<file path="src/asm_pkg.sv">
`timescale 1ns / 1ps
`default_nettype none
// ----------------------------------------------------------------------------
// asm_pkg
// Shared types and constants for the accelerometer scale and magnitude block.
// ----------------------------------------------------------------------------
package asm_pkg;

   localparam int AXIS_W  = 24;
   localparam int SCALE_W = 16;
   localparam int CSR_W   = 24;
   localparam int IDX_W   = 2;
   localparam int SUM_W   = 2 * AXIS_W;
   localparam int REM_W   = AXIS_W + 2;
   localparam int CELLS   = AXIS_W;

   localparam logic [SCALE_W-1:0] SCALE_RESET = 16'd31503;

   // register indexes
   localparam logic [IDX_W-1:0] REG_SCALE    = 2'd0;
   localparam logic [IDX_W-1:0] REG_OFFSET_X = 2'd1;
   localparam logic [IDX_W-1:0] REG_OFFSET_Y = 2'd2;
   localparam logic [IDX_W-1:0] REG_OFFSET_Z = 2'd3;

   typedef struct packed {
      logic [7:0] x_low;
      logic [7:0] x_high;
      logic [7:0] y_low;
      logic [7:0] y_high;
      logic [7:0] z_low;
      logic [7:0] z_high;
   } req_type;

   typedef struct packed {
      logic signed [AXIS_W-1:0] accel_x;
      logic signed [AXIS_W-1:0] accel_y;
      logic signed [AXIS_W-1:0] accel_z;
      logic        [AXIS_W-1:0] magnitude;
   } rsp_type;

   // word handed along the square root chain
   typedef struct packed {
      logic        [SUM_W-1:0]  rad;
      logic        [REM_W-1:0]  rem;
      logic        [AXIS_W-1:0] root;
      logic signed [AXIS_W-1:0] ax;
      logic signed [AXIS_W-1:0] ay;
      logic signed [AXIS_W-1:0] az;
   } cell_type;

endpackage : asm_pkg
`default_nettype wire

</file>
<file path="src/asm_sqrt_cell.sv">
`timescale 1ns / 1ps
`default_nettype none
// ----------------------------------------------------------------------------
// asm_sqrt_cell
// One digit step of the integer square root, with an elastic register.
// ----------------------------------------------------------------------------
module asm_sqrt_cell (
   input  wire               clock,
   input  wire               reset,
   input  wire               in_valid,
   output logic              in_ready,
   input  asm_pkg::cell_type in_data,
   output logic              out_valid,
   input  wire               out_ready,
   output asm_pkg::cell_type out_data
);
   import asm_pkg::*;

   logic     valid_ff;
   cell_type data_ff, data_in;
   logic     adv;
   logic [REM_W+1:0] rem_w;
   logic [REM_W+1:0] trial;
   logic [REM_W+1:0] diff;

   assign adv      = !valid_ff || out_ready;
   assign in_ready = adv;

   // bring down two radicand bits and try the next root bit
   always_comb begin
      rem_w   = {in_data.rem, in_data.rad[SUM_W-1 -: 2]};
      trial   = {2'b00, in_data.root, 2'b01};
      diff    = rem_w - trial;
      data_in = in_data;
      data_in.rad = {in_data.rad[SUM_W-3:0], 2'b00};
      if (rem_w >= trial) begin
         data_in.rem  = diff[REM_W-1:0];
         data_in.root = {in_data.root[AXIS_W-2:0], 1'b1};
      end else begin
         data_in.rem  = rem_w[REM_W-1:0];
         data_in.root = {in_data.root[AXIS_W-2:0], 1'b0};
      end
   end

   always_ff @(posedge clock) begin
      if (reset) begin
         valid_ff <= 1'b0;
      end else if (adv) begin
         valid_ff <= in_valid;
      end
   end

   always_ff @(posedge clock) begin
      if (adv && in_valid) begin
         data_ff <= data_in;
      end
   end

   assign out_valid = valid_ff;
   assign out_data  = data_ff;

endmodule : asm_sqrt_cell
`default_nettype wire

</file>
<file path="config.mk">
export PLATFORM = sky130hd
export DESIGN_NAME = asm_sqrt_cell
export DESIGN_NICKNAME = d
export VERILOG_FILES = /design/src/asm_pkg.sv /design/src/asm_sqrt_cell.sv
export SDC_FILE = /design/constraint.sdc
export NUM_CORES = 1
export LEC_CHECK = 0
export CORE_AREA = 5 5 133 135
export CTS_CLUSTER_DIAMETER = 40
export DETAILED_ROUTE_END_ITERATION = 10
export DIE_AREA = 0 0 138 140
export DONT_BUFFER_PORTS = 1
export SKIP_CTS_REPAIR_TIMING = 1
export SLEW_MARGIN = 20
export SYNTH_ARGS = -nofsm -noshare
export SYNTH_HDL_FRONTEND = slang
export SYNTH_SLANG_ARGS = --single-unit
</file>
<file path="constraint.sdc">
create_clock -name clock -period 9.4 [get_ports clock]
set_input_delay 1.88 -clock clock [delete_from_list [all_inputs] [get_ports clock]]
set_output_delay 1.88 -clock clock [all_outputs]
set_load 0.01 [all_outputs]
</file>
==> results.yml <==
status:
  outcome: "finished clean"
layout:
  drive_above_1_share_pct: 13.97
  syn2layout_area_growth_pct: 12.31
  nets: 639
  ff_latch_area_um2: 5065
  final_util_pct: 47.60
  fillCellCount: 1455
  multi_input_area_um2: 1689
global_route:
  grt_pass1_vias: 3674
  grt_use_met2_pct: 30.40
  use_met1_pct: 19.05
  track_usage_pct: 17.91
  grt_start_max_net_pins: 82
  gr-max-usage-layer: "met2"
  antenna_found_initial: 0
  grt_pass1_wl_um: 25340
  grt_use_met3_pct: 10.05
  grt-ovfl-total: 0
clocking:
  clk_pin_slew_worst_paths_ns: 0.06
  cts_root_buffer: "clkbuf_16"
  clk_latency_ns: 0.42
  cts.sinks: 169
  cts_tree: "yes"
  numCtsBuffers: 17
  htreeDepth: 4
  clockBufferDepth: 2
critical_path:
  worstPathCellList: "inv_1, ha_1, nand2b_1, a211o_1, a21oi_2, o211ai_2, a31oi_2, nor2_2, o21ai_4, buf_16, mux2_2"
  cpPeakStageDelay_ns: 0.44
  worstSetupEndpointType: "flip-flop"
  reg2reg_from: "out_valid$_SDFFE_PP0N_"
  arrival_ns: 4.30
  cp_data_required_time_ns: 9.57
  cp.depth: 11
  worst_r2r_path_depth: 3
  rr_endpoint: "out_data[18]$_DFFE_PP_"
  critical_path_class: "in2reg"
  start_kind: "input pin"
  critPathTopFamily: "compound AO/OA/AOI/OAI gates"
  cp_num_buf_inv: 2
  crit_path_max_fanout: 18
  cp_slowest_cell: "o21ai_4"
  rrSetupSlack_ns: 7.32
power:
  vdd_drop_max_uv: 108.9
  leakage_nw: 2.887
  power_density_nw_per_um2: 232.0
drt:
  num_vias: 3603
  ant_nets: 0
  avgViaCountPerCell: 5.354
  wl_per_cell_um: 26.14
  firstDrtPassIters: 4
  drt_iter0_markers: 176
  wl_um: 17590
  drc: 0
logic_synthesis:
  synthXorXnorAreaFrac_pct: 2.907
  yosys.area_share.simple_pct: 4.930
  synth_top_family_by_area: "compound AO/OA/AOI/OAI gates"
  synth_fa_ha_area_share_pct: 4.695
  synthesis.area_um2: 6929
  ys_async_sr_fraction_pct: 0
  synth.avg_cell_area_um2: 16.42
  ys_warn_count: 0
  synth_compound_area_share_pct: 6.970
  synth_flop_cell: "edfxtp_1"
  postSynthCellCount: 422
  ys_seq_area_share_pct: 73.09
  synth_edf_count: 168
  muxShareOfSynthArea_pct: 4.731
  synth_cell_types: 51
  synth_seq_cells: 169
timing:
  slew_viol_final: 0
  tns_ns: 0
  setup_viol: 0
  rsz0062_at_grt: "no"
  timing.final.hold_violations: 0
  max_slew_margin_pct: 34.85
  min_period_ns: 4.134
  holdWs_ns: 0.6638
  setup_ws_ns: 5.266
  finClkSkew_ns: 0.01039
  worst_pin_slew_ns: 0.9772
  timing.final.crit_share_pct: 43.98
  fmax_ghz: 0.2419
placement:
  place_ws_ns: 4.466
  port-buffer-count: 0
  globalplace.congestion: 0.8220
  hpwl_um: 13880
hold_path:
  holdPathStages: 2
  hold-path-endpoint: "out_valid$_SDFFE_PP0N_"
  hp-start: "out_valid$_SDFFE_PP0N_"
  hp-class: "reg2reg"
job:
  cap_violations: 0
floorplan:
  chipWidth_um: 138
  start_util_pct: 42.38
  die_area_um2: 19320
  die_h_um: 140
  core-area_um2: 16350
  placementRows: 47
  ios: 346
cell type report:
class | instances | area share (%)
antenna | 2 | 0.06431
clock buffer | 17 | 5.466
sequential | 169 | 65.08
inverter | 31 | 1.495
clock inverter | 14 | 2.106
timing repair buffer | 3 | 0.5466
tap | 220 | 3.537
multi-input combinational | 217 | 21.70
layout by cell type (no fill, tap or decap), drive strengths merged, types with 10 or more instances in the layout:
cell type | Yosys | routed
edfxtp | 168 | 168
inv | 31 | 36
ha | 26 | 26
a21oi | 23 | 23
mux2 | 22 | 22
nand2 | 21 | 21
nor2 | 18 | 18
clkbuf | 0 | 17
o21ai | 17 | 17
xnor2 | 13 | 13
xor2 | 10 | 10
power by group:
| part | switching [mW] | internal [mW] |
|---|---|---|
| Clock | 0.296 | 0.397 |
| Sequential | 0.0552 | 0.901 |
| Combinational | 0.0855 | 0.0709 |
| Total | 0.437 | 1.37 |
cell usage after synthesis, drive strengths merged, types with 3 or more instances:
library cell	n	share of area [%]
o21a	3	0.33
o21ai	17	1.4
edfxtp	168	73
xor2	10	1.3
mux2	22	4.4
nor3	6	0.43
inv	31	1.7
nand2b	4	0.36
a211oi	6	0.65
and2	4	0.36
ha	26	4.7
nor2	18	1.0
buf	6	0.94
nor2b	3	0.27
xnor2	13	1.6
a21o	6	0.65
o211ai	3	0.40
nand2	21	1.1
and3	3	0.27
a21oi	23	1.7
worst max-delay path by stage:
stage          slack [ns]                       to        start
5_1_grt              5.09  out_data[101]$_DFFE_PP_  in_data[85]
3_5_place_dp         4.47   out_data[98]$_DFFE_PP_  in_data[79]
3_3_place_gp         4.56  out_data[102]$_DFFE_PP_  in_data[79]
2_1_floorplan        2.91    out_data[0]$_DFFE_PP_    out_ready
6_report             5.27  out_data[103]$_DFFE_PP_  in_data[72]
4_1_cts              4.93  out_data[101]$_DFFE_PP_  in_data[72]
worst register-to-register path, stage by stage (launching register included):
cell and delay, ns:
dfxtp_1 0.35, nand2b_1 0.18, and2_4 0.32, buf_4 0.79
per-layer routing:
metal  vias to the layer above  wire, µm
met5                         -         0
met4                         0       328
met3                        23      1887
met2                       198      9148
met1                      1754      6227
li1                       1628         -
state kept, by name (all words and copies together), names as in the netlist:
| register | cells |
|---|---|
| out_data | 168 |
| out_valid | 1 |
kinds of logic after synthesis:
group | count (synthesis)
buf+inv | 37
xor+xnor | 23
simple gates | 69
mux | 24
other cells | 1
flops | 169
compound gates | 73
fa+ha+maj | 26
per-stage QoR:
step / instance area (µm²) / total power [mW] / std cells
floorplan: 6933 / 1.090 / 423
detailed placement: 7161 / 1.131 / 639
finish: 7782 / 1.805 / 673
global placement: 7161 / 1.128 / 639
CTS: 7750 / 1.829 / 670
global route: 7777 / 1.887 / 671
Power figures use the tool's default switching activity.
